===== src/design/pffl_pkg.sv =====
package pffl_pkg;

   localparam int unsigned FRAME_W         = 10;
   localparam int unsigned LINK_W          = 11;
   localparam int unsigned TOTAL_W         = 11;
   localparam int unsigned REF_W           = 16;
   localparam int unsigned FRAME_LIMIT     = 2 ** FRAME_W;
   localparam int unsigned FRAME_COUNT_DEF = 1024;

   localparam logic [LINK_W-1:0] NULL_LINK = {LINK_W{1'b1}};

   typedef enum logic [1:0] {
      CMD_ADD     = 2'd0,
      CMD_ALLOC   = 2'd1,
      CMD_RELEASE = 2'd2
   } cmd_type;

   typedef enum logic [1:0] {
      ST_OK    = 2'd0,
      ST_EMPTY = 2'd1,
      ST_KIND  = 2'd2
   } status_type;

   typedef enum logic [1:0] {
      KIND_RESERVED  = 2'd0,
      KIND_AVAILABLE = 2'd1,
      KIND_ALLOCATED = 2'd2
   } kind_type;

   typedef enum logic [1:0] {
      FSM_CLEAR,
      FSM_IDLE,
      FSM_EXEC
   } fsm_type;

   typedef struct packed {
      logic [1:0]         command;
      logic [FRAME_W-1:0] frame_number;
   } req_type;

   typedef struct packed {
      logic [1:0]         status;
      logic [FRAME_W-1:0] frame_out;
      logic [TOTAL_W-1:0] free_count;
      logic               frame_freed;
   } rsp_type;

   // one word of the kind/refcount table
   typedef struct packed {
      kind_type         kind;
      logic [REF_W-1:0] count;
   } kc_entry_type;

   typedef struct packed {
      logic accept;
      logic fire;
   } upd_ctrl_type;

endpackage


===== src/design/pffl_update.sv =====
module pffl_update
   import pffl_pkg::*;
   #(parameter int unsigned FRAME_COUNT = FRAME_COUNT_DEF,
     localparam int unsigned TABLE_DEPTH =
        (FRAME_COUNT < FRAME_LIMIT) ? FRAME_COUNT : FRAME_LIMIT,
     localparam int unsigned ADDR_W = $clog2(TABLE_DEPTH))
   (input  logic                          clock,
    input  logic                          reset,
    input  upd_ctrl_type                  ctrl,
    input  req_type                       req_data,
    input  logic [$bits(kc_entry_type)-1:0] kc_rdata,
    input  logic [LINK_W-1:0]             link_rdata,
    output logic [LINK_W-1:0]             head,
    output logic                          kc_we,
    output logic [ADDR_W-1:0]             kc_waddr,
    output kc_entry_type                  kc_wdata,
    output logic                          link_we,
    output logic [ADDR_W-1:0]             link_waddr,
    output logic [LINK_W-1:0]             link_wdata,
    output logic                          rsp_valid,
    input  logic                          rsp_ready,
    output rsp_type                       rsp_data);

   req_type            req_ff;
   logic [LINK_W-1:0]  head_ff, head_in;
   logic [LINK_W-1:0]  tail_ff, tail_in;
   logic [TOTAL_W-1:0] total_ff, total_in;
   logic               rsp_valid_ff;
   rsp_type            rsp_ff, rsp_in;
   kc_entry_type       kc_rd;
   logic               frame_ok;
   logic [REF_W-1:0]   count_dec;
   logic               wr_kc, wr_link;

   assign kc_rd     = kc_entry_type'(kc_rdata);
   assign frame_ok  = (32'(req_ff.frame_number) < TABLE_DEPTH);
   assign count_dec = kc_rd.count - REF_W'(1);

   always_comb begin
      head_in            = head_ff;
      tail_in            = tail_ff;
      total_in           = total_ff;
      wr_kc              = 1'b0;
      kc_waddr           = ADDR_W'(req_ff.frame_number);
      kc_wdata.kind      = KIND_AVAILABLE;
      kc_wdata.count     = '0;
      wr_link            = 1'b0;
      link_waddr         = ADDR_W'(req_ff.frame_number);
      link_wdata         = head_ff;
      rsp_in.status      = ST_KIND;
      rsp_in.frame_out   = req_ff.frame_number;
      rsp_in.frame_freed = 1'b0;
      case (cmd_type'(req_ff.command))
         CMD_ADD: begin
            if (frame_ok && kc_rd.kind == KIND_RESERVED) begin
               wr_kc = 1'b1;
               if (tail_ff == NULL_LINK) begin
                  head_in = LINK_W'(req_ff.frame_number);
               end else begin
                  // chain behind the current tail
                  wr_link    = 1'b1;
                  link_waddr = ADDR_W'(tail_ff);
                  link_wdata = LINK_W'(req_ff.frame_number);
               end
               tail_in       = LINK_W'(req_ff.frame_number);
               total_in      = total_ff + TOTAL_W'(1);
               rsp_in.status = ST_OK;
            end
         end
         CMD_ALLOC: begin
            if (head_ff == NULL_LINK) begin
               rsp_in.status = ST_EMPTY;
            end else begin
               wr_kc          = 1'b1;
               kc_waddr       = ADDR_W'(head_ff);
               kc_wdata.kind  = KIND_ALLOCATED;
               kc_wdata.count = REF_W'(1);
               // an added tail's link is not written null, so spot the last listed frame by head == tail
               if (head_ff == tail_ff) begin
                  head_in = NULL_LINK;
                  tail_in = NULL_LINK;
               end else begin
                  head_in = link_rdata;
               end
               total_in         = total_ff - TOTAL_W'(1);
               rsp_in.frame_out = FRAME_W'(head_ff);
               rsp_in.status    = ST_OK;
            end
         end
         CMD_RELEASE: begin
            if (frame_ok && kc_rd.kind == KIND_ALLOCATED) begin
               wr_kc = 1'b1;
               if (count_dec == '0) begin
                  wr_link            = 1'b1;
                  head_in            = LINK_W'(req_ff.frame_number);
                  if (tail_ff == NULL_LINK) begin
                     tail_in = LINK_W'(req_ff.frame_number);
                  end
                  total_in           = total_ff + TOTAL_W'(1);
                  rsp_in.frame_freed = 1'b1;
               end else begin
                  kc_wdata.kind  = KIND_ALLOCATED;
                  kc_wdata.count = count_dec;
               end
               rsp_in.status = ST_OK;
            end
         end
         default: begin
            rsp_in.status = ST_KIND;
         end
      endcase
      rsp_in.free_count = total_in;
   end

   assign kc_we   = ctrl.fire && wr_kc;
   assign link_we = ctrl.fire && wr_link;

   always_ff @(posedge clock) begin
      if (ctrl.accept) begin
         req_ff <= req_data;
      end
      if (ctrl.fire) begin
         rsp_ff <= rsp_in;
      end
   end

   always_ff @(posedge clock) begin
      if (reset) begin
         head_ff      <= NULL_LINK;
         tail_ff      <= NULL_LINK;
         total_ff     <= '0;
         rsp_valid_ff <= 1'b0;
      end else begin
         if (ctrl.fire) begin
            head_ff      <= head_in;
            tail_ff      <= tail_in;
            total_ff     <= total_in;
            rsp_valid_ff <= 1'b1;
         end else if (rsp_ready) begin
            rsp_valid_ff <= 1'b0;
         end
      end
   end

   assign head      = head_ff;
   assign rsp_valid = rsp_valid_ff;
   assign rsp_data  = rsp_ff;

endmodule


===== config.mk =====
export PLATFORM = sky130hd
export DESIGN_NAME = pffl_update
export DESIGN_NICKNAME = d
export VERILOG_FILES = /design/src/design/pffl_pkg.sv /design/src/design/pffl_update.sv
export SDC_FILE = /design/constraint.sdc
export NUM_CORES = 1
export LEC_CHECK = 0
export BUFFER_PORTS_ARGS = -buffer_cell sky130_fd_sc_hd__clkbuf_2
export CAP_MARGIN = 10
export CORE_MARGIN = 2
export CORE_UTILIZATION = 49
export CTS_CLUSTER_DIAMETER = 30
export DETAILED_ROUTE_END_ITERATION = 7
export PLACE_DENSITY = 0.82
export SETUP_SLACK_MARGIN = 0.1
export SLEW_MARGIN = 20
export SYNTH_ARGS = -nofsm -noshare
export SYNTH_HDL_FRONTEND = slang
export SYNTH_SLANG_ARGS = --single-unit

===== constraint.sdc =====
create_clock -name clock -period 2.9 [get_ports clock]
set_clock_uncertainty 0.05 [all_clocks]
set_input_delay 0.435 -clock clock [delete_from_list [all_inputs] [get_ports clock]]
set_output_delay 0.435 -clock clock [all_outputs]
set_load 0.005 [all_outputs]

==> impl_metrics.json <==
{
  "num-fill-cells": 806,
  "intPower_uw": 2060,
  "ys_top_cells_by_area": "edfxtp_1 (21%), dfxtp_1 (13%), mux2_2 (6.5%)",
  "final_cell_count_no_fill": 887,
  "syn_avg_cell_area_um2": 8.66,
  "fin_nets": 800,
  "die_width_um": 106,
  "clkPwrFrac": 0.259,
  "r2r-end": "head[2]",
  "crit_family": "simple AND/OR/NAND/NOR gates",
  "grt_pass1_wl_mm": 26.3,
  "synth_area_um2": 5060,
  "final_cell_mix": "clkbuf_2 (123), nor2_1 (62), buf_4 (56), nand2_1 (53), edfxtp_1 (36)",
  "rows": 37,
  "cts.sinks": 70,
  "synthFlopType": "edfxtp_1",
  "coreArea_um2": 10200,
  "synth_edf_count": 36,
  "synth-seq-cells": 70,
  "numCtsBuffers": 9,
  "gp_congestion": 0.968,
  "period_share": 1.01,
  "relSlewSlack": 0.556,
  "cts_buffer_depth": 2,
  "multiInputGateArea_um2": 3110,
  "placed_cells": 852,
  "grt_pass1_vias": 5380,
  "finalSetupViolCount": 2,
  "grt_overflow": 0,
  "ant_nets": 0,
  "r2r-start": "req_ff[10]",
  "crit_path_start": "kc_rdata[1]",
  "ys_seq_area_frac": 0.348,
  "antenna_found_initial": 0,
  "outcome": "finished, violations left",
  "insertion_delay_ns": 0.36,
  "post-place-ws_ns": -0.135,
  "grtUsageMet1": 0.354,
  "cp_cell_sequence": "buf_6, inv_4, ha_4, or3b_4, o32ai_2, and3_4, buf_6, o2111ai_4, nand4_1, buf_4, buf_12, o21ai_2, buf_2",
  "period_needed_ns": 2.92,
  "wirelength_mm": 17.0,
  "setup.worst_path.class": "input pin to primary output",
  "finalMaxSlewViolations": 0,
  "cpMostUsedCell": "buf_6",
  "worstPathRequired_ns": 2.41,
  "ys_types": 73,
  "dpl.hpwl_mm": 11.9,
  "post-route-drc-count": 0,
  "max_stage_delay_ns": 0.39,
  "cap_violations": 0,
  "fin_util": 0.651,
  "synthToLayoutAreaGrowth_pct": 31.1,
  "async_reset_ff_frac": 0,
  "netlist_instances": 584,
  "final_common_cell": "clkbuf_2",
  "wl_per_cell_um": 19.2,
  "hold_violations": 0,
  "drtIter0Drc": 474,
  "yosysTopAreaCellShare": 0.214,
  "swShare": 0.357,
  "seq_power_share": 0.401,
  "cts_root_buffer": "clkbuf_8",
  "cts_tree": "yes",
  "grt_start_max_net_pins": 27,
  "tightest_slew_ns": 0.664,
  "rsz0062_at_grt": "yes",
  "routed_via_density": 6.18,
  "r2r_slack_ns": 0.18,
  "hold_path_class": "input pin to flop",
  "cts_max_level": 3,
  "fin_ws_ns": -0.0160,
  "crit_fanout": 5,
  "die_area_um2": 11200,
  "placed_area_um2": 6030,
  "hold_depth": 1,
  "holdWs_ns": 0.192,
  "clk_pin_slew_worst_paths_ns": 0.08,
  "critical_path_arrival_ns": 2.43,
  "port_buffers": 132,
  "gr-max-usage-layer": "met2",
  "io_pins": 133,
  "worstHoldStart": "req_data[3]",
  "initial_utilization": 0.497,
  "dr.pass1.iters": 5,
  "synth_nets": 638,
  "r2r_cells": 9,
  "critPathBufInv": 6,
  "endpoint_kind": "primary output",
  "drive_above_1_share": 0.407,
  "grtUsageMet2": 0.496,
  "peakVddDrop_mv": 0.358,
  "yosys.area.top_type": "edfxtp_1",
  "crit_slowest_cell": "or3b_4",
  "min_to": "req_ff[3]",
  "p_leak_uw": 0.00279,
  "seqCellArea_um2": 1780,
  "violations": "setup timing",
  "num_vias": 5484,
  "fmax_ghz": 0.343,
  "diodes": 0,
  "worstSetupStartpointType": "input pin",
  "powerDensity_nw_per_um2": 484,
  "p_sw_uw": 1150,
  "grtUsageTotal": 0.292,
  "die_h_um": 106,
  "p_comb_frac": 0.340,
  "yosysWarnings": 0,
  "design_area_um2": 6630,
  "grt.met3_usage": 0.0519
}
cell type report:
type | count | area share
clock buffer | 9 | 0.0187
clock inverter | 7 | 0.0121
tap | 136 | 0.0257
inverter | 25 | 0.0149
timing repair buffer | 199 | 0.191
sequential | 70 | 0.268
multi-input combinational | 441 | 0.470
power by group through the flow:
stage / sequential (uW) / combinational [uW] / clock [uW]
2_1_floorplan: 1260 / 650 / 0
3_3_place_gp: 1290 / 958 / 0
3_5_place_dp: 1300 / 990 / 0
4_1_cts: 1280 / 1020 / 843
5_1_grt: 1300 / 1170 / 871
6_report: 1290 / 1090 / 832
synth_stat cells (4+ instances only):
library cell	number
a211o_1	4
a211oi_1	13
a21oi_1	24
a221o_1	4
a2bb2oi_1	7
a31oi_1	8
and3_1	9
buf_4	10
clkbuf_1	33
dfxtp_1	34
edfxtp_1	36
ha_1	8
inv_1	25
mux2_2	29
mux2i_1	7
nand2_1	55
nand3_1	17
nand4_1	12
nor2_1	67
nor2b_1	5
nor3_1	22
nor4_1	4
o211ai_1	4
o21ai_0	31
o22ai_1	4
o311ai_2	6
o41ai_1	9
or3_1	5
xnor2_1	23
xor2_1	4
how the worst max path moves through the flow:
| stage | to | slack, ns | depth (start not counted) |
|---|---|---|---|
| after floorplan | kc_wdata[17] | 0.11 | 9 |
| after global placement | link_we | -0.03 | 10 |
| after detailed placement | head[2] | -0.13 | 11 |
| after CTS | kc_wdata[0] | 0.06 | 12 |
| after global routing | kc_wdata[11] | -0.13 | 14 |
| final | kc_wdata[0] | -0.02 | 13 |
logic make-up after synthesis:
| family | count (synthesis) | share of synthesized area |
|---|---|---|
| adder cells (fa/ha/maj) | 8 | 0.0198 |
| buffers and inverters | 73 | 0.0653 |
| AO/OA/AOI/OAI | 151 | 0.228 |
| AND/OR/NAND/NOR | 219 | 0.214 |
| XOR/XNOR | 27 | 0.0467 |
| flip-flops | 70 | 0.348 |
| multiplexers | 36 | 0.0784 |
stage by stage:
| step | power, uW | TNS, ns |
|---|---|---|
| finish | 3210 | -0.0224 |
| global route | 3350 | -1.88 |
| CTS | 3150 | 0 |
| detailed placement | 2290 | -0.872 |
| global placement | 2250 | -0.0341 |
| floorplan | 1910 | 0 |
metal layers:
metal  routed length [um]  vias to the layer above
met3                 1370                       70
met1                 6500                     2589
met2                 8460                      328
li1                     -                     2497
met5                    0                        -
met4                  683                        0
state kept, by name, summed over array words and instances (netlist names):
signal / count
req_ff: 12
head: 11
rsp_data: 24
total_ff: 11
rsp_valid: 1
tail_ff: 11
worst reg2reg max path: stages (launching register included):
cell and delay (ns):
edfxtp_1 0.41, inv_1 0.09, ha_1 0.31, mux2_2 0.31, o22a_1 0.21, a211oi_2 0.34
inv_1 0.07, a221o_1 0.29, buf_4 0.18, o311ai_0 0.34
repair_timing:
| item | 4_1_cts | 5_1_grt |
|---|---|---|
| setup endpoints to repair | 50 | 66 |
| pin swaps | 6 | 13 |
| gates resized for setup | 20 | 52 |
| cloned | 0 | 2 |
| hold buffers | 0 | 0 |
| setup buffers | 7 | 10 |
(Power assumes the default switching activity.)
