`config.mk`:
```
export PLATFORM = sky130hd
export DESIGN_NAME = pffl_ram
export DESIGN_NICKNAME = d
export VERILOG_FILES = /design/src/design/pffl_ram.sv
export SDC_FILE = /design/constraint.sdc
export NUM_CORES = 1
export LEC_CHECK = 0
export BUFFER_PORTS_ARGS = -buffer_cell sky130_fd_sc_hd__buf_2
export CELL_PAD_IN_SITES_DETAIL_PLACEMENT = 0
export CELL_PAD_IN_SITES_GLOBAL_PLACEMENT = 1
export CORE_UTILIZATION = 27
export CTS_CLUSTER_SIZE = 10
export DETAILED_ROUTE_END_ITERATION = 10
export HOLD_SLACK_MARGIN = 0.1
export PLACE_DENSITY = 0.49
export SYNTH_ARGS = -nofsm -noshare
export SYNTH_HDL_FRONTEND = slang
export SYNTH_SLANG_ARGS = --single-unit
```
`constraint.sdc`:
```
create_clock -name clock -period 2.9 [get_ports clock]
set_input_delay 0.145 -clock clock [delete_from_list [all_inputs] [get_ports clock]]
set_output_delay 0.145 -clock clock [all_outputs]
set_load 0.02 [all_outputs]
```
`src/design/pffl_ram.sv`:
```
module pffl_ram
   #(parameter int unsigned WIDTH = 8,
     parameter int unsigned DEPTH = 16,
     localparam int unsigned AW = (DEPTH > 1) ? $clog2(DEPTH) : 1)
   (input  logic             clock,
    input  logic             wr_en,
    input  logic [AW-1:0]    wr_addr,
    input  logic [WIDTH-1:0] wr_data,
    input  logic             rd_en,
    input  logic [AW-1:0]    rd_addr,
    output logic [WIDTH-1:0] rd_data);

   logic [WIDTH-1:0] mem_ff [DEPTH];
   logic [WIDTH-1:0] rd_data_ff;

   always_ff @(posedge clock) begin
      if (wr_en) begin
         mem_ff[wr_addr] <= wr_data;
      end
      if (rd_en) begin
         rd_data_ff <= mem_ff[rd_addr];
      end
   end

   assign rd_data = rd_data_ff;

endmodule

```
==> qor.yml, run 1 <==
synth:
  synth_top_cell_area_share_pct: 78.1
  synth-seq-cells: 136
  yosys_warnings: 0
  seq_area_frac_synth_pct: 78.1
  synth_cell_type_count: 18
  syn-cell-area_um2: 5230
  synth_area_per_cell_um2: 22.8
  syn_inst: 229
  synthTopCellsByArea: "edfxtp_1 78%, mux4_2 7.8%, mux4_1 7.0%"
  synthesis.nets: 248
  synth_top_cell_by_area: "edfxtp_1"
final_layout:
  n_fill_cell: 1762
  final_area_um2: 6270
  diodes: 0
  area_delta_synth_final_pct: 20.0
  multi_input_area_um2: 1060
  seq_area_um2: 4080
  drive_above_1_share_pct: 28.8
  final_nets: 298
placement:
  post_dp_cell_area_um2: 5710
  hpwl_mm: 6.89
  place.gp.congestion: 0.649
  io_buffers: 26
detailed_routing:
  dr.max_layer_used: "met4"
  ant_nets: 0
  dr_wl_met2_mm: 5.44
  initialDrtViolationCount: 168
  dr.pass1.iters: 4
  vias: 2387
  vias_per_cell: 4.32
  post-route-drc-count: 0
  drt-met1-wl_mm: 4.87
  detail_route.wl_per_cell_um: 19.7
  wl_met3_um: 413
  drt_wl_total_mm: 10.9
timing:
  fin_setup_tns_ps: 0
  hold_ws_ps: 124
  setup-violations-final: 0
  worst_slew_pin_slew_ps: 932
  slew_violations: 0
  hold_viol: 0
  fmax_mhz: 632
  fin_crit_ps: 1580
  rsz0062_at_grt: "no"
  skew_ps: 9.46
  fin_crit_sh_pct: 54.6
  max_slew_margin_pct: 37.6
floorplan:
  start_util_pct: 27.8
  fp.dieW_um: 141
  die-area_um2: 19900
  rows: 50
  ios: 27
  coreArea_um2: 18800
  die_y_um: 141
critical_path:
  worstPathRequired_ps: 3060
  worstSetupPathType: "reg -> reg"
  worst_setup_path_start_kind: "flop"
  worstPathArrival_ps: 1740
  critical_path.max_fanout: 1
  r2r_setup_slack_ps: 1320
  endpoint_kind: "flop"
clock_tree:
  clk_latency_ps: 420
  cts.sinks: 136
  clockRootBuffer: "clkbuf_16"
  clk_pin_slew_ps: 60
  cts_tree: "yes"
  cts_buffer_depth: 2
  cts_buffers: 17
  cts_max_level: 4
global_routing:
  antenna_found_initial: 0
  first_global_vias: 2584
  grt_usage_pct: 12.1
  grt.overflow.total: 0
  grt_pass1_wl_mm: 16.4
  grt_max_degree: 24
power:
  peakVddDrop_uv: 354
  total_power_uw: 4420
  p_per_area_nw_per_um2: 705
  p_leak_uw: 0.00206
worst_hold_path:
  hold_path.class: "in -> reg"
run:
  cap_viol_max_count: 0
run_status:
  status: "finished clean"
## cells by family after synthesis
logic type | Yosys count | synth area share [%]
flops | 136 | 78.1
simple gates | 35 | 3.14
compound gates | 16 | 2.30
mux | 32 | 14.8
buf+inv | 10 | 1.65
## state kept, by name (all words and copies together) (netlist names)
name,cells
mem_ff,128
rd_data,8
## layout make-up
type | instances | area share [%]
sequential | 136 | 65.1
timing repair buffer | 41 | 4.11
multi-input combinational | 83 | 16.9
clock buffer | 21 | 7.02
clock inverter | 11 | 1.70
tap | 260 | 5.19
## layer usage
| metal | GRT usage, % | vias up |
|---|---|---|
| met5 | 0 | - |
| met4 | 5.32 | 0 |
| li1 | - | 1081 |
| met3 | 3.50 | 10 |
| met1 | 15.2 | 1247 |
| met2 | 19.5 | 49 |
## where the power goes
part	total (uW)	internal (uW)	switching, uW	leakage [uW]
Combinational	212	83.7	128	0.000556
Clock	1990	1250	739	0.000263
Sequential	2230	2220	10.0	0.00124
Total	4420	3550	878	0.00206
## stage by stage
stage	std cells	utilization (%)	setup slack [ps]
after floorplan	229	-	1260
after global placement	519	30.3	816
after detailed placement	519	30.3	826
after CTS	552	33.3	1270
after global routing	552	33.3	1210
final	552	33.3	1320
## final timing paths
check | from | endpoint | depth (start not counted)
min | wr_data[7] | mem_ff[10][7] | 1
max reg2reg | mem_ff[1][2] | rd_data[2] | 3
min reg2reg | mem_ff[14][6] | rd_data[6] | 3
max | mem_ff[1][2] | rd_data[2] | 3
## critical path, cell delays in order (launching register included)
cell and delay, ps:
edfxtp_1 350, mux4_1 540, a22oi_1 350, nand2_1 90
## cells in the final DEF (no fill, tap or decap)
cell type,n
mux4_1,14
nand2b_1,2
and2b_1,1
clkbuf_16,17
nand3b_1,2
nand2_1,9
nor2b_1,1
a22oi_1,16
buf_12,1
buf_2,26
clkinvlp_4,2
buf_4,13
mux4_2,18
and2_1,1
edfxtp_1,136
nor3_1,4
nor2_1,13
clkinv_2,4
or3b_2,1
dlygate4sd3_1,1
clkbuf_1,4
nand3_1,1
clkinv_1,3
bufinv_16,2
## Yosys cell counts (all sizes together)
| cell | instances |
|---|---|
| buf | 7 |
| nand2b | 2 |
| and2 | 1 |
| nor2 | 13 |
| nand2 | 9 |
| nor3 | 4 |
| a22oi | 16 |
| nand3 | 1 |
| or3b | 1 |
| and2b | 1 |
| nand3b | 2 |
| clkdlybuf4s25 | 3 |
| mux4 | 32 |
| nor2b | 1 |
| edfxtp | 136 |
## timing repair
action,CTS,global route
hold buffers,1,0
gates resized for setup,0,0
endpoints found under the hold margin,8,0
setup buffers,0,0
(Power assumes the default switching activity.)
==> run 2, diff against run 1 <==
--- a/config.mk
+++ b/config.mk
@@ -5,6 +5,7 @@
 export SDC_FILE = /design/constraint.sdc
 export NUM_CORES = 1
 export LEC_CHECK = 0
+export ABC_AREA = 1
 export BUFFER_PORTS_ARGS = -buffer_cell sky130_fd_sc_hd__buf_2
 export CELL_PAD_IN_SITES_DETAIL_PLACEMENT = 0
 export CELL_PAD_IN_SITES_GLOBAL_PLACEMENT = 1
@@ -12,7 +13,7 @@
 export CTS_CLUSTER_SIZE = 10
 export DETAILED_ROUTE_END_ITERATION = 10
 export HOLD_SLACK_MARGIN = 0.1
-export PLACE_DENSITY = 0.49
+export PLACE_DENSITY = 0.53
 export SYNTH_ARGS = -nofsm -noshare
 export SYNTH_HDL_FRONTEND = slang
 export SYNTH_SLANG_ARGS = --single-unit
==> constraint.sdc (replaced) <==
create_clock -name clock -period 1.6 [get_ports clock]
set_input_delay 0.08 -clock clock [delete_from_list [all_inputs] [get_ports clock]]
set_output_delay 0.08 -clock clock [all_outputs]
set_load 0.02 [all_outputs]
==> run 2 against run 1 <==
Net effect: critical path depth grew 3; worst setup slack lost 880 ps; power grew 93%; synthesized area grew 12%; synthesized cell count grew 140%; utilization shrank 0.32 points; maximum frequency grew 37%; highest routed layer unchanged; first-iteration DRC count grew 71%; largest cell class unchanged.
==> qor.yml, run 2 <==
timing:
  max_slew_margin_pct: 53.9  # +16 points
  setup-violations-final: 0  # unchanged
  fmax_mhz: 864  # +37%
  hold_ws_ps: 99.6  # -24.0 ps
  rsz0062_at_grt: "no"
  slew_violations: 0  # unchanged
  skew_ps: 6.09  # -3.37 ps
  fin_crit_sh_pct: 72.4  # +18 points
  worst_slew_pin_slew_ps: 690  # -242 ps
  fin_crit_ps: 1160  # -424 ps
  hold_viol: 0  # unchanged
  fin_setup_tns_ps: 0  # unchanged
final_layout:
  final_nets: 615  # +110%
  diodes: 0  # unchanged
  finalCoreUtilization_pct: 33.0  # -0.32 points
  multi_input_area_um2: 1210  # +15%
  area_delta_synth_final_pct: 19.3
  final_common_cell: "nand2_1"
  n_fill_cell: 2159  # +23%
  largest_register_ffs: 128  # unchanged
  drive_above_1_share_pct: 12.5  # -16 points
  largest_register: "mem_ff"
  layout_common_cells: "173 x nand2_1, 136 x edfxtp_1, 100 x inv_1"
  seq_area_um2: 4080  # unchanged
critical_path:
  worstSetupPathType: "reg -> reg"
  worst_setup_path_start_kind: "flop"
  crit_top_cell: "nand3_1"
  endpoint_kind: "flop"
  crit_slowest_cell: "edfxtp_1"
  startpoint: "mem_ff[5][1]"
  critPathTopFamily: "simple AND/OR/NAND/NOR gates"
  worstPathArrival_ps: 1330  # -410 ps
  worstPathRequired_ps: 1770  # -1290 ps
  timing.rr.start: "mem_ff[5][1]"
  critical_path.max_fanout: 1  # unchanged
  slowest_delay_ps: 360  # -180 ps
  critical_path_buf_inv_count: 1  # +1
  crit_chain: "inv_1 > nand2_1 > nand3_1 > nand3_1 > nand3_1 > nand2_1"
run_status:
  status: "finished clean"
power:
  power.switching_uw: 1810  # +110%
  p_per_area_nw_per_um2: 1220  # +73%
  combPwrFrac_pct: 6.2  # +1.4 points
  p_int_uw: 6730  # +90%
  pwr-share-clk_pct: 46.4  # +1.5 points
  p_leak_uw: 0.00296  # +44%
  peakVddDrop_uv: 616  # +74%
  swShare_pct: 21.2  # +1.3 points
  pwr-share-seq_pct: 47.3  # -3.0 points
synth:
  synth_ff_type: "edfxtp_1"
  synth_top_cell_by_area: "edfxtp_1"
  syn-cell-area_um2: 5850  # +12%
  synth-edff-count: 136  # unchanged
  yosys_warnings: 0  # unchanged
  synth.most_common_cell: "nand2_1"
  synth_simple_gate_area_share_pct: 20.8  # +18 points
  syn_inst: 551  # +140%
  yosys-top-cells-count: "173 x nand2_1, 136 x edfxtp_1, 100 x inv_1, 97 x nand3_1, 17 x nor2_1"
  synth_xor_area_share_pct: 0  # unchanged
  synth-seq-cells: 136  # unchanged
  synthesis.nets: 570  # +130%
  async_flop_share_pct: 0  # unchanged
  synth_top_family_by_area: "simple AND/OR/NAND/NOR gates"
  seq_area_frac_synth_pct: 69.8  # -8.3 points
  synth_area_per_cell_um2: 10.6  # -54%
  synth-compound-area-share_pct: 0  # -2.3 points
  synthMuxAreaShare_pct: 0  # -15 points
  synthTopCellsByArea: "edfxtp_1 70%, nand2_1 11%, nand3_1 8.3%"
  synth_cell_type_count: 11  # -7
  synthAdderAreaFrac_pct: 0  # unchanged
  synth_top_cell_area_share_pct: 69.8  # -8.3 points
detailed_routing:
  initialDrtViolationCount: 287  # +71%
  detail_route.wl_per_cell_um: 16.9  # -14%
  vias: 3785  # +59%
  vias_per_cell: 4.29  # -0.76%
  dr.pass1.iters: 4  # unchanged
  drt_wl_total_mm: 14.9  # +37%
  ant_nets: 0  # unchanged
  post-route-drc-count: 0  # unchanged
clock_tree:
  clk_pin_slew_ps: 60  # about the same
  cts_tree: "yes"
  clk_latency_ps: 420  # about the same
  cts_max_level: 4  # unchanged
  cts_resized: 0  # unchanged
  cts.sinks: 136  # unchanged
  clockRootBuffer: "clkbuf_16"
  hold_buffers: 2  # +1
  cts_buffer_depth: 2  # unchanged
  cts_buffers: 17  # unchanged
  post_cts_buffers: 0  # unchanged
global_routing:
  grt_pass1_wl_mm: 22.6  # +38%
  antenna_found_initial: 0  # unchanged
  grt_usage_pct: 14.4  # +2.3 points
  first_global_vias: 3698  # +43%
  grt_max_degree: 65  # +170%
  grt.overflow.total: 0  # unchanged
floorplan:
  die-area_um2: 22200  # +12%
  die_y_um: 149  # +5.7%
  coreArea_um2: 21200  # +12%
  ios: 27  # unchanged
  start_util_pct: 27.6  # -0.12 points
  fp.dieW_um: 149  # +5.7%
  rows: 53  # +6.0%
placement:
  place.gp.congestion: 0.763  # +18%
  hpwl_mm: 9.06  # +31%
  io_buffers: 26  # unchanged
worst_hold_path:
  hold_path.class: "in -> reg"
  hp-start: "wr_data[2]"
run:
  cap_viol_max_count: 0  # unchanged
run 2: cell count changes after synthesis, sizes merged, moves of 2 or more:
cell,delta
mux4,-32
nor2,+4
inv,+102
clkdlybuf4s25,-3
nand3,+96
nand2,+164
buf,+17
a22oi,-16
nor3,-4
nand2b,-2
run 2: through the flow:
stage	setup slack, ps	instances	area (um2)	total power (uW)
finish	442	882	6980	8530
detailed placement	120	850	6370	4660
global placement	125	850	6370	4660
CTS	406	882	6980	8630
global route	338	882	6980	8830
floorplan	569	551	5850	4410
run 2: final cells by class:
class / count / area share (%)
Clock buffer: 18 / 6.15
Sequential cell: 136 / 58.5
Multi-Input combinational cell: 289 / 17.4
Inverter: 102 / 5.49
Tap cell: 275 / 4.93
Clock inverter: 12 / 2.28
Timing Repair Buffer: 50 / 5.24
run 2: logic make-up after synthesis:
group         Yosys count
flops                 136
simple gates          289
buf+inv               126
run 2: worst reg2reg max path, delay by kind of cell (launching register included):
family | cells | cell delay [ps]
buf+inv | 1 | 60
flops | 1 | 360
simple gates | 5 | 500
run 2: path summary, 6_finish.rpt:
kind	slack [ps]	cells past startpoint	to
setup / recovery	440	6	rd_data[1]
hold / removal	100	1	mem_ff[11][2]
setup reg to reg	440	6	rd_data[1]
hold reg to reg	760	6	rd_data[7]
run 2: power by group through the flow:
stage,registers (uW),clock network (uW),logic (uW)
3_3_place_gp,4110,0,543
4_1_cts,4040,4040,550
6_report,4040,3960,532
2_1_floorplan,4130,0,281
3_5_place_dp,4110,0,544
5_1_grt,4040,4190,593
run 2: layer usage:
| metal | track usage [%] | part of all wire [%] | vias to the layer above |
|---|---|---|---|
| met4 | 5.20 | 1.2 | 0 |
| li1 | - | - | 1865 |
| met2 | 22.9 | 48 | 62 |
| met1 | 19.4 | 47 | 1846 |
| met3 | 3.12 | 3.1 | 12 |
| met5 | 0 | 0 | - |
==> run 3, diff against run 2 <==
--- a/config.mk
+++ b/config.mk
@@ -13,7 +13,7 @@
 export CTS_CLUSTER_SIZE = 10
 export DETAILED_ROUTE_END_ITERATION = 10
 export HOLD_SLACK_MARGIN = 0.1
-export PLACE_DENSITY = 0.53
+export PLACE_DENSITY = 0.55
 export SYNTH_ARGS = -nofsm -noshare
 export SYNTH_HDL_FRONTEND = slang
 export SYNTH_SLANG_ARGS = --single-unit
==> constraint.sdc (replaced) <==
create_clock -name clock -period 1.05 [get_ports clock]
set_input_delay 0.0525 -clock clock [delete_from_list [all_inputs] [get_ports clock]]
set_output_delay 0.0525 -clock clock [all_outputs]
set_load 0.02 [all_outputs]
==> run 3 against run 2 <==
Net effect: the run now ends with setup timing left; count of clock-buffer cells in the layout rose by 2; highest routed layer unchanged; non-clock buffer count up 16; utilization grew 1.5 points; clock skew up 5.0 ps; critical path type unchanged; sequential share of layout area decreased by 2.6 points.
==> qor.yml, run 3 (same netlist as run 2, synthesis figures left out) <==
final_layout:
  fin_cells: 899  # +1.9%
  drive_above_1_share_pct: 19.6  # +7.0 points
  layout_common_cells: "170 x nand2_1, 136 x edfxtp_1, 100 x inv_1"
  largest_register_ffs: 128  # unchanged
  diodes: 0  # unchanged
  largest_register: "mem_ff"
  final_nets: 631  # +2.6%
  final_common_cell: "nand2_1"
  final_area_um2: 7300  # +4.7%
  area_delta_synth_final_pct: 24.9
critical_path:
  r2r_end: "rd_data[2]"
  slowest_delay_ps: 370  # about the same
  critPathTopFamily: "simple AND/OR/NAND/NOR gates"
  critical_path_buf_inv_count: 1  # unchanged
  endpoint_kind: "flop"
  worstPathArrival_ps: 1260  # -70 ps
  critical_path.max_fanout: 1  # unchanged
  r2r_setup_slack_ps: -40  # -480 ps
  worstPathRequired_ps: 1220  # -550 ps
  crit_chain: "inv_1 > nand2_1 > nand3_1 > nand3_1 > nand3_2 > nand2_1"
  worst_setup_path_start_kind: "flop"
  crit_slowest_cell: "edfxtp_1"
  timing.rr.start: "mem_ff[4][2]"
  worstSetupPathType: "reg -> reg"
  reg2regPathDepth: 6  # unchanged
power:
  p_int_uw: 9640  # +43%
  p_leak_uw: 0.00309  # +4.5%
  swShare_pct: 22.5  # +1.3 points
  pwr-share-clk_pct: 42.8  # -3.6 points
  power.switching_uw: 2800  # +55%
  peakVddDrop_uv: 1030  # +67%
  combPwrFrac_pct: 7.7  # +1.5 points
  pwr-share-seq_pct: 49.5  # +2.2 points
  p_per_area_nw_per_um2: 1700  # +39%
  total_power_uw: 12400  # +46%
timing:
  fin_crit_ps: 1090  # -66.5 ps
  hold_ws_ps: 96.1  # -3.48 ps
  setup-violations-final: 6  # +6
  fmax_mhz: 916  # +6.1%
  rsz0062_at_grt: "yes"
  max_slew_margin_pct: 68.9  # +15 points
  fin_crit_sh_pct: 104  # +32 points
  hold_viol: 0  # unchanged
  slew_violations: 0  # unchanged
  worst_slew_pin_slew_ps: 466  # -225 ps
  skew_ps: 11.1  # +5.01 ps
  worst_slack_ps: -41.4  # -484 ps
floorplan:
  coreArea_um2: 21200  # unchanged
  die_y_um: 149  # unchanged
  rows: 53  # unchanged
  ios: 27  # unchanged
  fp.dieW_um: 149  # unchanged
  die-area_um2: 22200  # unchanged
  start_util_pct: 27.6  # unchanged
placement:
  hpwl_mm: 9.60  # +6.0%
  place.gp.congestion: 0.743  # -2.6%
  dp.cells: 860  # +1.2%
  post_dp_cell_area_um2: 6490  # +2.0%
  io_buffers: 26  # unchanged
detailed_routing:
  ant_nets: 0  # unchanged
  detail_route.wl_per_cell_um: 16.5  # -2.6%
  post-route-drc-count: 0  # unchanged
  dr.pass1.iters: 4  # unchanged
  initialDrtViolationCount: 187  # -35%
  drt_wl_total_mm: 14.8  # -0.70%
  vias_per_cell: 4.27  # -0.44%
  vias: 3841  # +1.5%
global_routing:
  first_global_vias: 3799  # +2.7%
  grt.overflow.total: 0  # unchanged
  grt_pass1_wl_mm: 22.8  # +0.89%
  antenna_found_initial: 0  # unchanged
  grt_usage_pct: 14.3  # -0.088 points
  grt_max_degree: 48  # -26%
worst_hold_path:
  hold_depth: 1  # unchanged
  hold_path.class: "in -> reg"
  worstHoldEndpoint: "mem_ff[2][2]"
  hp-start: "wr_data[2]"
clock_tree:
  cts_tree: "yes"
  cts_buffers: 17  # unchanged
  cts_buffer_depth: 2  # unchanged
  clk_latency_ps: 410  # about the same
  clockRootBuffer: "clkbuf_16"
  clk_pin_slew_ps: 60  # about the same
  post_cts_buffers: 0  # unchanged
  cts_max_level: 4  # unchanged
  cts.sinks: 136  # unchanged
run:
  cap_viol_max_count: 0  # unchanged
run_status:
  status: "complete, but fails checks"
  violations: "setup timing"
run 3: changes by cell type in the layout (fill, tap and decap cells not counted), moves of 3 or more:
cell / before / now
bufinv_16: 4 / 1
dlygate4sd3_1: 2 / 8
buf_2: 26 / 22
nand3_1: 97 / 62
buf_12: 4 / 8
buf_6: 0 / 4
nand2_2: 0 / 3
nand3_2: 0 / 35
buf_4: 18 / 24
nand2_1: 173 / 170
run 3: worst reg2reg max path, stage by stage (launching register included):
cell	delay [ps]
edfxtp_1	370
inv_1	60
nand2_1	50
nand3_1	70
nand3_1	120
nand3_2	120
nand2_1	60
run 3: layout make-up:
class,instances,area [um2]
repair buffers,66,576
multi-input cells,289,1400
inverters,102,383
well taps,275,344
fillers,2097,13900
clock inverters,11,83.8
flip-flops and latches,136,4080
clock buffers,20,437
run 3: worst max path at each step:
stage	from	to	slack, ps	cells past startpoint
3_3_place_gp	rd_addr[0]	rd_data[2]	-240	8
5_1_grt	mem_ff[7][5]	rd_data[5]	-100	6
3_5_place_dp	rd_addr[0]	rd_data[7]	-250	8
4_1_cts	mem_ff[6][4]	rd_data[4]	-60	6
6_report	mem_ff[4][2]	rd_data[2]	-40	6
2_1_floorplan	wr_addr[3]	mem_ff[4][0]	50	2
run 3: power groups by stage:
stage	registers [uW]	clock network, uW	logic, uW
after floorplan	6290	0	429
after global placement	6260	0	877
after detailed placement	6260	0	876
after CTS	6160	5440	950
after global routing	6160	5650	1060
final	6150	5320	959
run 3: metrics by stage:
step / worst slack (ps) / util (%) / setup TNS (ps)
detailed placement: -249 / 30.7 / -3170
finish: -41.4 / 34.5 / -157
global route: -104 / 34.5 / -728
global placement: -242 / 30.7 / -2820
CTS: -58.4 / 34.1 / -257
floorplan: 46.7 / - / 0
run 3: layer usage:
metal	vias to the layer above	wire length (um)	GRT usage, %
met5	-	0	0
met4	0	141	4.34
met3	9	615	3.09
met2	75	7050	23.4
met1	1853	6990	19.0
li1	1904	-	-
run 3: what timing repair did:
action | in CTS | in global routing
hold buffers | 8 | 0
endpoints found under the hold margin | 120 | 0
pin swaps | 17 | 11
resized for setup | 28 | 18
setup endpoints to repair | 11 | 12
